===== src/hw/rtl/dsfp_pkg.sv =====
// Shared types, constants and helper functions for the decimal string parser.
`default_nettype none

package dsfp_pkg;

    // Default sizing of the fixed-point result.
    localparam int WHOLE_BITS_DEF      = 31;
    localparam int FRAC_BITS_DEF       = 16;
    localparam int MAX_FRAC_DIGITS_DEF = 4;

    // Widths of the stream payload fields.
    localparam int CHAR_W      = 8;
    localparam int VALUE_W     = 48;
    localparam int STATUS_W    = 2;
    localparam int OUT_TDATA_W = 56;

    // Character codes that the parser recognises.
    localparam logic [CHAR_W-1:0] CH_NUL   = 8'h00;
    localparam logic [CHAR_W-1:0] CH_MINUS = 8'h2D;
    localparam logic [CHAR_W-1:0] CH_POINT = 8'h2E;
    localparam logic [CHAR_W-1:0] CH_ZERO  = 8'h30;
    localparam logic [CHAR_W-1:0] CH_NINE  = 8'h39;

    // Result status codes.
    localparam logic [STATUS_W-1:0] ST_OK        = 2'd0;
    localparam logic [STATUS_W-1:0] ST_MALFORMED = 2'd1;
    localparam logic [STATUS_W-1:0] ST_SATURATED = 2'd2;

    // Position within the string, one-hot.
    typedef enum logic [5:0] {
        PH_START = 6'b000001,
        PH_SIGN  = 6'b000010,
        PH_WHOLE = 6'b000100,
        PH_POINT = 6'b001000,
        PH_FRAC  = 6'b010000,
        PH_BAD   = 6'b100000
    } t_phase;

    // Parser status handed to the sequencer.
    typedef struct packed {
        t_phase phase;
        logic   negative;
        logic   saturated;
    } t_parse_info;

    // Powers of ten for the fraction scaling divisor.
    function automatic logic [23:0] f_pow10(input logic [2:0] n);
        logic [23:0] p;
        unique case (n)
            3'd0:    p = 24'd1;
            3'd1:    p = 24'd10;
            3'd2:    p = 24'd100;
            3'd3:    p = 24'd1000;
            3'd4:    p = 24'd10000;
            3'd5:    p = 24'd100000;
            3'd6:    p = 24'd1000000;
            default: p = 24'd10000000;
        endcase
        return p;
    endfunction

endpackage

`default_nettype wire


===== src/hw/rtl/decimal_string_to_fixed_point.sv =====
// Top level of the decimal string to signed fixed-point converter.
//
//  Port group   Dir  Payload (lowest bit first)               Meaning
//  s_axis_*     in   tdata[7:0] char_code                     one string character
//  m_axis_*     out  tdata[47:0] value, [49:48] status        one result per terminator
//
// A character other than the terminator is taken as soon as it is offered. The
// terminator of a well-formed, unsaturated number waits in SQ_DIVIDE for the
// one-bit-per-cycle fraction divider; any other terminator goes straight to SQ_EMIT.
// s_axis_tready is low from the terminator until its result sits in the output
// register, and stays low while that register is full and not being taken.
// Reset is synchronous, active low, and returns the parser to the start of a string.
`default_nettype none

module decimal_string_to_fixed_point #(
    parameter int WHOLE_BITS      = dsfp_pkg::WHOLE_BITS_DEF,
    parameter int FRAC_BITS       = dsfp_pkg::FRAC_BITS_DEF,
    parameter int MAX_FRAC_DIGITS = dsfp_pkg::MAX_FRAC_DIGITS_DEF
) (
    input  wire                                i_clk,
    input  wire                                i_rst_n,
    input  wire                                s_axis_tvalid,
    output logic                               s_axis_tready,
    input  wire  [dsfp_pkg::CHAR_W-1:0]        s_axis_tdata,   // [7:0] char_code
    output logic                               m_axis_tvalid,
    input  wire                                m_axis_tready,
    output logic [dsfp_pkg::OUT_TDATA_W-1:0]   m_axis_tdata    // [47:0] value, [49:48] status
);
    import dsfp_pkg::*;

    localparam int FW     = $clog2(10**MAX_FRAC_DIGITS);
    localparam int FCNT_W = $clog2(MAX_FRAC_DIGITS+1);
    localparam int MAG_W  = WHOLE_BITS + FRAC_BITS;
    localparam int EXT_W  = (MAG_W > VALUE_W) ? MAG_W : VALUE_W;

    // Sequencer states, one-hot.
    typedef enum logic [2:0] {
        SQ_ACCEPT = 3'b001,
        SQ_DIVIDE = 3'b010,
        SQ_EMIT   = 3'b100
    } t_seq_state;

    t_seq_state              r_state, n_state;
    logic                    r_out_valid;
    logic [VALUE_W-1:0]      r_out_value;
    logic [STATUS_W-1:0]     r_out_status;

    t_parse_info             info;
    logic [WHOLE_BITS-1:0]   whole;
    logic [FW-1:0]           frac;
    logic [FCNT_W-1:0]       frac_count;
    logic                    div_busy;
    logic [FRAC_BITS-1:0]    quotient;

    logic                    in_xact;
    logic                    term_xact;
    logic                    numeric;
    logic                    out_free;
    logic                    load_out;
    logic                    div_start;
    logic [MAG_W-1:0]        mag;
    logic [EXT_W-1:0]        mag_ext;
    logic [EXT_W-1:0]        signed_ext;
    logic [VALUE_W-1:0]      n_value;
    logic [STATUS_W-1:0]     n_status;

    // Handshake decode.
    always_comb begin
        s_axis_tready = (r_state == SQ_ACCEPT);
        in_xact       = s_axis_tvalid && s_axis_tready;
        term_xact     = in_xact && (s_axis_tdata == CH_NUL);
        numeric       = (info.phase == PH_WHOLE) || (info.phase == PH_FRAC);
        div_start     = term_xact && numeric && !info.saturated;
        out_free      = !r_out_valid || m_axis_tready;
        load_out      = (r_state == SQ_EMIT) && out_free;
    end

    dsfp_parse #(
        .WHOLE_BITS      (WHOLE_BITS),
        .MAX_FRAC_DIGITS (MAX_FRAC_DIGITS)
    ) u_parse (
        .i_clk        (i_clk),
        .i_rst_n      (i_rst_n),
        .i_char_valid (in_xact),
        .i_char       (s_axis_tdata),
        .i_clear      (load_out),
        .o_info       (info),
        .o_whole      (whole),
        .o_frac       (frac),
        .o_frac_count (frac_count)
    );

    dsfp_div #(
        .FRAC_BITS       (FRAC_BITS),
        .MAX_FRAC_DIGITS (MAX_FRAC_DIGITS)
    ) u_div (
        .i_clk      (i_clk),
        .i_rst_n    (i_rst_n),
        .i_start    (div_start),
        .i_dividend (frac),
        .i_count    (frac_count),
        .o_busy     (div_busy),
        .o_quotient (quotient)
    );

    // Sequencer: accept characters, scale the fraction, then hand over the result.
    always_comb begin
        n_state = r_state;
        unique case (r_state)
            SQ_ACCEPT: begin
                if (div_start) begin
                    n_state = SQ_DIVIDE;
                end else if (term_xact) begin
                    n_state = SQ_EMIT;
                end
            end
            SQ_DIVIDE: begin
                if (!div_busy) begin
                    n_state = SQ_EMIT;
                end
            end
            SQ_EMIT: begin
                if (out_free) begin
                    n_state = SQ_ACCEPT;
                end
            end
            default: begin
                n_state = SQ_ACCEPT;
            end
        endcase
    end

    // Result assembly: the quotient is below one, so it simply sits under the whole part.
    always_comb begin
        mag        = info.saturated ? {MAG_W{1'b1}} : {whole, quotient};
        mag_ext    = EXT_W'(mag);
        signed_ext = info.negative ? (EXT_W'(0) - mag_ext) : mag_ext;
        if (info.phase == PH_START) begin
            n_value  = '0;
            n_status = ST_OK;
        end else if (numeric) begin
            n_value  = signed_ext[VALUE_W-1:0];
            n_status = info.saturated ? ST_SATURATED : ST_OK;
        end else begin
            n_value  = '0;
            n_status = ST_MALFORMED;
        end
    end

    // Control registers.
    always_ff @(posedge i_clk) begin
        if (!i_rst_n) begin
            r_state     <= SQ_ACCEPT;
            r_out_valid <= 1'b0;
        end else begin
            r_state <= n_state;
            if (load_out) begin
                r_out_valid <= 1'b1;
            end else if (m_axis_tready) begin
                r_out_valid <= 1'b0;
            end
        end
    end

    // Output payload register.
    always_ff @(posedge i_clk) begin
        if (load_out) begin
            r_out_value  <= n_value;
            r_out_status <= n_status;
        end
    end

    assign m_axis_tvalid = r_out_valid;
    assign m_axis_tdata  = {{(OUT_TDATA_W-VALUE_W-STATUS_W){1'b0}}, r_out_status, r_out_value};

endmodule

`default_nettype wire


===== src/hw/rtl/dsfp_parse.sv =====
// Character parser: tracks the phase, the sign and the whole and fraction accumulators.
`default_nettype none

module dsfp_parse #(
    parameter int WHOLE_BITS      = dsfp_pkg::WHOLE_BITS_DEF,
    parameter int MAX_FRAC_DIGITS = dsfp_pkg::MAX_FRAC_DIGITS_DEF
) (
    input  wire                                          i_clk,
    input  wire                                          i_rst_n,
    input  wire                                          i_char_valid,
    input  wire  [dsfp_pkg::CHAR_W-1:0]                  i_char,
    input  wire                                          i_clear,
    output dsfp_pkg::t_parse_info                        o_info,
    output logic [WHOLE_BITS-1:0]                        o_whole,
    output logic [$clog2(10**MAX_FRAC_DIGITS)-1:0]       o_frac,
    output logic [$clog2(MAX_FRAC_DIGITS+1)-1:0]         o_frac_count
);
    import dsfp_pkg::*;

    localparam int FW     = $clog2(10**MAX_FRAC_DIGITS);
    localparam int FCNT_W = $clog2(MAX_FRAC_DIGITS+1);
    localparam int WX     = WHOLE_BITS + 4;
    localparam int FX     = FW + 4;

    t_phase              r_phase, n_phase;
    logic                r_negative, n_negative;
    logic                r_saturated, n_saturated;
    logic [WHOLE_BITS-1:0] r_whole, n_whole;
    logic [FW-1:0]       r_frac, n_frac;
    logic [FCNT_W-1:0]   r_frac_count, n_frac_count;

    logic                is_digit;
    logic [3:0]          digit;
    logic [WX-1:0]       whole_next;
    logic [WX-1:0]       whole_max;
    logic [FX-1:0]       frac_next;

    // Digit decode and the two multiply-by-ten accumulators.
    always_comb begin
        is_digit   = (i_char >= CH_ZERO) && (i_char <= CH_NINE);
        digit      = 4'(i_char - CH_ZERO);
        whole_next = (WX'(r_whole) << 3) + (WX'(r_whole) << 1) + WX'(digit);
        whole_max  = WX'({WHOLE_BITS{1'b1}});
        frac_next  = (FX'(r_frac) << 3) + (FX'(r_frac) << 1) + FX'(digit);
    end

    // Phase transitions and accumulator updates for one character.
    always_comb begin
        n_phase      = r_phase;
        n_negative   = r_negative;
        n_saturated  = r_saturated;
        n_whole      = r_whole;
        n_frac       = r_frac;
        n_frac_count = r_frac_count;
        if (i_clear) begin
            n_phase      = PH_START;
            n_negative   = 1'b0;
            n_saturated  = 1'b0;
            n_whole      = '0;
            n_frac       = '0;
            n_frac_count = '0;
        end else if (i_char_valid && (i_char != CH_NUL)) begin
            unique case (r_phase)
                PH_START: begin
                    if (i_char == CH_MINUS) begin
                        n_negative = 1'b1;
                        n_phase    = PH_SIGN;
                    end else if (is_digit) begin
                        n_phase = PH_WHOLE;
                    end else begin
                        n_phase = PH_BAD;
                    end
                end
                PH_SIGN: begin
                    n_phase = is_digit ? PH_WHOLE : PH_BAD;
                end
                PH_WHOLE: begin
                    if (is_digit) begin
                        n_phase = PH_WHOLE;
                    end else if (i_char == CH_POINT) begin
                        n_phase = PH_POINT;
                    end else begin
                        n_phase = PH_BAD;
                    end
                end
                PH_POINT, PH_FRAC: begin
                    if (is_digit) begin
                        n_phase = PH_FRAC;
                        if (r_frac_count < FCNT_W'(MAX_FRAC_DIGITS)) begin
                            n_frac       = frac_next[FW-1:0];
                            n_frac_count = r_frac_count + 1'b1;
                        end
                    end else begin
                        n_phase = PH_BAD;
                    end
                end
                default: begin
                    n_phase = PH_BAD;
                end
            endcase

            // Whole-part digits saturate at the largest whole value.
            if (is_digit && ((r_phase == PH_START) || (r_phase == PH_SIGN) ||
                             (r_phase == PH_WHOLE))) begin
                if (r_saturated || (whole_next > whole_max)) begin
                    n_saturated = 1'b1;
                    n_whole     = {WHOLE_BITS{1'b1}};
                end else begin
                    n_whole = whole_next[WHOLE_BITS-1:0];
                end
            end
        end
    end

    // Parser state registers.
    always_ff @(posedge i_clk) begin
        if (!i_rst_n) begin
            r_phase      <= PH_START;
            r_negative   <= 1'b0;
            r_saturated  <= 1'b0;
            r_whole      <= '0;
            r_frac       <= '0;
            r_frac_count <= '0;
        end else begin
            r_phase      <= n_phase;
            r_negative   <= n_negative;
            r_saturated  <= n_saturated;
            r_whole      <= n_whole;
            r_frac       <= n_frac;
            r_frac_count <= n_frac_count;
        end
    end

    assign o_info.phase     = r_phase;
    assign o_info.negative  = r_negative;
    assign o_info.saturated = r_saturated;
    assign o_whole          = r_whole;
    assign o_frac           = r_frac;
    assign o_frac_count     = r_frac_count;

endmodule

`default_nettype wire


===== src/hw/rtl/dsfp_div.sv =====
// Restoring divider that scales the fraction digits to binary, one bit a cycle.
`default_nettype none

module dsfp_div #(
    parameter int FRAC_BITS       = dsfp_pkg::FRAC_BITS_DEF,
    parameter int MAX_FRAC_DIGITS = dsfp_pkg::MAX_FRAC_DIGITS_DEF
) (
    input  wire                                         i_clk,
    input  wire                                         i_rst_n,
    input  wire                                         i_start,
    input  wire  [$clog2(10**MAX_FRAC_DIGITS)-1:0]      i_dividend,
    input  wire  [$clog2(MAX_FRAC_DIGITS+1)-1:0]        i_count,
    output logic                                        o_busy,
    output logic [FRAC_BITS-1:0]                        o_quotient
);
    import dsfp_pkg::*;

    localparam int FW    = $clog2(10**MAX_FRAC_DIGITS);
    localparam int CNT_W = $clog2(FRAC_BITS+1);

    logic [FW-1:0]        r_rem;
    logic [FW-1:0]        r_div;
    logic [FRAC_BITS-1:0] r_quo;
    logic [CNT_W-1:0]     r_cnt;

    logic [FW:0]          shifted;
    logic [FW:0]          diff;
    logic                 fits;

    // One trial subtraction of the divisor from the doubled remainder.
    always_comb begin
        shifted = {r_rem, 1'b0};
        diff    = shifted - {1'b0, r_div};
        fits    = (shifted >= {1'b0, r_div});
    end

    // Step counter: one quotient bit per cycle.
    always_ff @(posedge i_clk) begin
        if (!i_rst_n) begin
            r_cnt <= '0;
        end else if (i_start) begin
            r_cnt <= CNT_W'(FRAC_BITS);
        end else if (r_cnt != '0) begin
            r_cnt <= r_cnt - 1'b1;
        end
    end

    // Remainder and quotient; the dividend is always below the divisor.
    always_ff @(posedge i_clk) begin
        if (i_start) begin
            r_rem <= i_dividend;
            r_div <= FW'(f_pow10(3'(i_count)));
            r_quo <= '0;
        end else if (r_cnt != '0) begin
            r_rem <= fits ? diff[FW-1:0] : shifted[FW-1:0];
            r_quo <= {r_quo[FRAC_BITS-2:0], fits};
        end
    end

    assign o_busy     = (r_cnt != '0);
    assign o_quotient = r_quo;

endmodule

`default_nettype wire


===== config.mk =====
export PLATFORM = sky130hd
export DESIGN_NAME = decimal_string_to_fixed_point
export DESIGN_NICKNAME = d
export VERILOG_FILES = /design/src/hw/rtl/dsfp_pkg.sv /design/src/hw/rtl/decimal_string_to_fixed_point.sv /design/src/hw/rtl/dsfp_parse.sv /design/src/hw/rtl/dsfp_div.sv
export SDC_FILE = /design/constraint.sdc
export NUM_CORES = 1
export LEC_CHECK = 0
export CELL_PAD_IN_SITES_DETAIL_PLACEMENT = 0
export CELL_PAD_IN_SITES_GLOBAL_PLACEMENT = 1
export CORE_MARGIN = 4
export CORE_UTILIZATION = 54
export CTS_BUF_LIST = sky130_fd_sc_hd__clkbuf_4 sky130_fd_sc_hd__clkbuf_8 sky130_fd_sc_hd__clkbuf_16
export CTS_CLUSTER_SIZE = 20
export DETAILED_ROUTE_END_ITERATION = 10
export DONT_BUFFER_PORTS = 1
export HOLD_SLACK_MARGIN = 0.1
export PLACE_DENSITY_LB_ADDON = 0.05
export SETUP_SLACK_MARGIN = 0.4
export SLEW_MARGIN = 15
export SYNTH_ARGS = -nofsm -noshare
export SYNTH_HDL_FRONTEND = slang
export SYNTH_SLANG_ARGS = --single-unit

===== constraint.sdc =====
create_clock -name i_clk -period 6.9 [get_ports i_clk]
set_input_delay 0.69 -clock i_clk [delete_from_list [all_inputs] [get_ports i_clk]]
set_output_delay 0.69 -clock i_clk [all_outputs]
set_load 0.01 [all_outputs]

# Word-level counts from Yosys, hierarchy flattened
# Index checks and enable logic that the tools add are counted.
# W data, S select, Z words.
# totals
elab_cells	108
out_inout_bits	58
inputBits	12
reg_bits	159
# classes
n_reduce_logical	31
n_eq_ne	19
add_sub_neg	9
n_mux	24
order_cmp	5
n_bitwise	3
# ops
operator	count
$pmux W14 S7	1
$mux W47	2
$sub A1 B47 Y48 const A	1
$mux W14	3
$add A34 B32 Y35	1
$add A35 B4 Y35	1
$gt A35 B31 Y1 const B	1
$mux W31	1
$mux W6	5
$pmux W6 S4	1
$eq A8 B6 Y1 const B	2
$ge A15 B14 Y1	1
$add A14 B14 Y14	1
$add A14 B4 Y14	1
$sub A14 B14 Y14	1
$eq A3 B3 Y1 const B	4
$mux W3	4
$mux W5	2
$eq A3 B2 Y1 const B	3
$pmux W3 S3	1
$reduce_and A3 Y1	3
$ge A8 B6 Y1 const B	1
$le A8 B6 Y1 const B	1
$logic_and A1 B1 Y1	8
other kinds (26)	41

# Depth between registers and ports, before layout
# depth
word_depth	7
depth_mapped	15
depth_no_buf	13

# By module
# Synthesis repeated with hierarchy kept, for this count alone.
# hier_totals
cells_unflattened	1274
area_unflattened_um2	11328.4
# modules_own_cells
module	cells_each	seq_area_each_um2	area_per_inst_um2	n_inst
dsfp_parse	591	1121.1	4976.0	1
decimal_string_to_fixed_point	392	1581.5	3663.5	1
dsfp_div	291	1201.2	2688.8	1

# Worst setup path after synthesis
# OpenSTA, ideal clock, no wires.
# synth_path
path_kind	input-to-reg
startpoint	input port s_axis_tdata[3] in the netlist's numbering
endpoint	register u_parse.r_whole[1] (netlist: u_parse.o_whole[1])
arrival_time_ns	3.686
cell_stages	14
setup_time_ns	0.075
t_required_ns	6.825
n_path_buf	2
setup_slack_ns	3.139
cell_sequence	inv_1 -> fa_1 -> fa_1 -> nor2b_1 -> o31a_1 -> o221a_2 -> a21bo_1 -> o31ai_2 -> o41ai_1 -> o2111ai_1 -> and3_1 -> buf_6 -> buf_6 -> a31oi_2
# synth_via
elab_chain_cells	5
word_cells_on_any_way	12
cone_classes	add/sub: 2; order compare: 3; mux: 1; reduce/logical: 6
# synth_rtl
element	line_no	rtl
start, declared	decimal_string_to_fixed_point.sv:24	input wire [dsfp_pkg::CHAR_W-1:0] s_axis_tdata,
$sub A4 B1 Y4	dsfp_parse.sv:41	digit = 4'(i_char - CH_ZERO);
$add A35 B4 Y35	dsfp_parse.sv:42	whole_next = (WX'(r_whole) << 3) + (WX'(r_whole) << 1) + WX'(digit);
$gt A35 B31 Y1	dsfp_parse.sv:105	if (r_saturated || (whole_next > whole_max)) begin
$logic_or A1 B1 Y1	dsfp_parse.sv:105	
$mux W31	dsfp_parse.sv:105	
end signal, assigned	dsfp_parse.sv:128	r_whole <= n_whole;
end, declared	dsfp_parse.sv:28	logic [WHOLE_BITS-1:0] r_whole, n_whole;
# Parallel ways exist; a longest one is shown, timed or not.
# A chain may end at the register's enable or synchronous reset.

# Worst setup path after layout
# layout_path
startpoint	register u_parse.r_whole[2] (netlist: u_parse.o_whole[2])
endpoint	register u_parse.r_whole[3] (netlist: u_parse.o_whole[3])
# layout_via
elab_chain_cells	5
# layout_rtl
element	line_no
$add A34 B32 Y35 (*)	dsfp_parse.sv:42
$add A35 B4 Y35 (*)	dsfp_parse.sv:42
$gt A35 B31 Y1	dsfp_parse.sv:105
$logic_or A1 B1 Y1	dsfp_parse.sv:105
$mux W31 (*)	dsfp_parse.sv:105
# Every way passes the cells marked *; elsewhere a longest branch is shown, timed or not.

==> run_results.csv <==
group,metric,value,unit
layout,area_growth,6.36,%
layout,nNetsFinal,1316,
logic_synthesis,synth_top_area_share,0.210,
setup_path,start_kind,"flop",
sta,tns,0,ns
sta,skew,0.0100,ns
clock_network,holdBufCountCts,0,
sta,worstMarginPinSlew,1.10,ns
sta,fin_ws,2.71,ns
logic_synthesis,yosys.area_share.simple,0.180,
logic_synthesis,synthCells,1237,
setup_path,critPathKind,"reg2reg",
logic_synthesis,async_reset_ff_frac,0,
detailed_routing,post_drt_wl_per_cell,18.0,um
floorplanning,die_h,150,um
clock_network,htree_num_levels,4,
setup_path,crit_end,"u_parse.o_whole[3]$_SDFFE_PP0P_",
detailed_routing,detail-route-antenna-nets,0,
clock_network,cts.clk_slew.worst_paths,0.06,ns
setup_path,crit_start,"u_parse.o_whole[2]$_SDFFE_PP0P_",
logic_synthesis,synthesis.area,10900,um2
clock_network,cts_made_buffers,17,
logic_synthesis,synth_top_family_by_area,"compound AO/OA/AOI/OAI gates",
status,status,"finished, final reports clean",
logic_synthesis,synth-xor-area-share,0.0556,
floorplanning,ios,70,
clock_network,ctsResizeCount,0,
setup_path,cp.arrival,4.48,ns
min_path,min_from,"i_rst_n",
setup_path,timing.rr.end,"u_parse.o_whole[3]$_SDFFE_PP0P_",
floorplanning,fp.coreArea,19700,um2
logic_synthesis,synth-seq-cells,157,
sta,slew_violations,0,
logic_synthesis,ys_warn_count,0,
sta,clock.fmax,0.239,GHz
placement,placed_area,10900,um2
power,p_leak,4.78,nW
placement,portBuffers,0,
global_route,grt_max_degree,61,
setup_path,ff2ff_setup_slack,2.71,ns
global_route,overflow,0,
global_route,grt.total_usage,0.238,
layout,layout_commonest_cell,"nor2_1",
logic_synthesis,avgSynthCellArea,8.79,um2
layout,diodes,0,
power,irDropWorstVdd,0.129,mV
clock_network,cts.sinks,157,
floorplanning,die_area,22500,um2
setup_path,r2r_cells,13,
setup_path,required,7.19,ns
setup_path,r2r-start,"u_parse.o_whole[2]$_SDFFE_PP0P_",
sta,fin_crit,4.19,ns
clock_network,post_cts_buffers,0,
layout,stdcell_count,1473,
clock_network,worstSkewPairLatency,0.43,ns
job,maxCapViolCount,0,
logic_synthesis,synth_largest_area_cell,"edfxtp_1",
detailed_routing,drt_pass1_iterations,5,
global_route,grt_pass1_wl,42700,um
sta,hold_viol,0,
layout,fill_cells,1762,
sta,max-slew-margin-rel,0.263,
placement,finalWeightedCongestion,0.880,
detailed_routing,vias_per_cell,5.96,
global_route,antenna_found_initial,0,
sta,rsz0062_at_grt,"false",
clock_network,cts_tree,"done",
setup_path,critPathCaptureType,"flop",
power,total_power,3.07,mW
floorplanning,initial_core_util,0.553,
floorplanning,die_w,150,um
global_route,grt_pass1_vias,7982,
placement,place_inst,1440,
logic_synthesis,synth_area_leaders,"edfxtp_1, dfxtp_1, ha_1, nor2_1, a21oi_1",
detailed_routing,drt_iter0_drc,594,
logic_synthesis,synthMuxAreaShare,0.0324,
clock_network,cts-root-buf,"clkbuf_16",
detailed_routing,drc_errors,0,
min_path,min_path_type,"in2reg",
detailed_routing,finalWirelength,26500,um
logic_synthesis,yosys.area_share.adder,0.129,
detailed_routing,vias,8786,
logic_synthesis,yosysSeqAreaShare,0.359,
power,cellPowerDensity,266,nW/um2
layout,fin_area,11600,um2
sta,period_share,0.607,
floorplanning,row_count,51,
logic_synthesis,synth_compound_area_frac,0.196,
layout,most-common-layout-cells,"nor2_1, ha_1, nand2_1, a21oi_1, o21ai_0",
sta,setup_viol,0,
logic_synthesis,synth_ff_type,"dfxtp_1",
setup_path,cp_max_fo,32,
placement,dpl.hpwl,19500,um
logic_synthesis,synthDistinctLibCells,75,
clock_network,cts-root-to-sink-buffers,2,
layout,final_layout_size_suffix_gt1_frac,0.0637,
placement,place_ws,2.58,ns
logic_synthesis,synth_edf_count,76,
## per-stage QoR
step,hold WS (ns),util
5_1_grt,0.348,0.589
6_report,0.349,0.589
2_1_floorplan,0.432,-
3_3_place_gp,0.450,0.557
4_1_cts,0.335,0.587
3_5_place_dp,0.459,0.557
## final cells by class
class | instances | area (um2) | area share
repair buffers | 6 | 57.6 | 0.00497
well taps | 265 | 332 | 0.0287
clock buffers | 17 | 425 | 0.0368
clock inverters | 15 | 176 | 0.0152
inverters | 49 | 184 | 0.0159
flip-flops and latches | 157 | 3910 | 0.338
multi-input cells | 964 | 6490 | 0.561
## critical path: stages, from the launching register on
cell and delay [ns]:
dfxtp_1 0.50, inv_1 0.10, fa_1 0.49, fa_1 0.47, nor2b_1 0.17, o31a_1 0.23
o221a_2 0.25, a21bo_1 0.17, o31ai_2 0.12, o41ai_1 0.65, o311a_1 0.25, and3_1 0.15
buf_4 0.33, a31oi_1 0.15
## synth_stat cells (all sizes together) (7+ instances only)
library cell and n:
xnor2 48, o21ai 93, nand3 24, xor2 21
nor3b 8, a21oi 93, nor4 12, a211oi 12
nor2b 17, edfxtp 76, buf 20, nor3 31
o41ai 7, inv 49, o211ai 9, nand4 7
or3 18, or4 12, nand2b 14, ha 104
a31oi 43, mux2i 33, nor2 142, o21a 10
dfxtp 81, nand2 95, a21o 9, o31ai 12
clkbuf 52, a31o 13
## state kept, by name (all words and copies together) (netlist names)
register and count:
m_axis_tvalid 1, r_out_status 2, r_out_value 48, r_state 3, u_div.o_quotient 16, u_div.r_cnt 5, u_div.r_div 12, u_div.r_rem 14
u_parse.o_frac 14, u_parse.o_frac_count 3, u_parse.o_whole 31, u_parse.r_negative 1, u_parse.r_phase 6, u_parse.r_saturated 1
## how the worst min path moves through the flow
stage | cells after the start | end | slack, ns
detailed placement | 2 | u_parse.o_frac[13]$_SDFFE_PP0P_ | 0.46
floorplan | 2 | u_parse.o_frac[13]$_SDFFE_PP0P_ | 0.43
CTS | 1 | r_state[0]$_SDFFE_PN1P_ | 0.34
finish | 1 | r_state[0]$_SDFFE_PN1P_ | 0.35
global route | 1 | r_state[0]$_SDFFE_PN1P_ | 0.35
global placement | 2 | u_parse.o_frac[13]$_SDFFE_PP0P_ | 0.45
## metal layers
metal,part of all wire,global-route usage,vias to the layer above
li1,-,-,4435
met2,0.43,0.351,242
met5,0,0,-
met1,0.51,0.362,4092
met3,0.056,0.0454,17
met4,0.0096,0.0522,0
## power breakdown
group | internal (mW) | switching [mW] | total, mW | leakage (nW)
Clock | 0.547 | 0.419 | 0.966 | 0.295
Combinational | 0.380 | 0.474 | 0.854 | 3.03
Sequential | 1.13 | 0.120 | 1.25 | 1.45
## cells by family (layout without fill, tap and decap cells)
logic type / Yosys count / after routing
simple gates: 403 / 403
compound gates: 342 / 342
flops: 157 / 157
buf+inv: 121 / 87
fa+ha+maj: 109 / 109
xor+xnor: 69 / 69
mux: 35 / 35
other cells: 1 / 6
No activity file was read; power rests on OpenSTA's default activity.
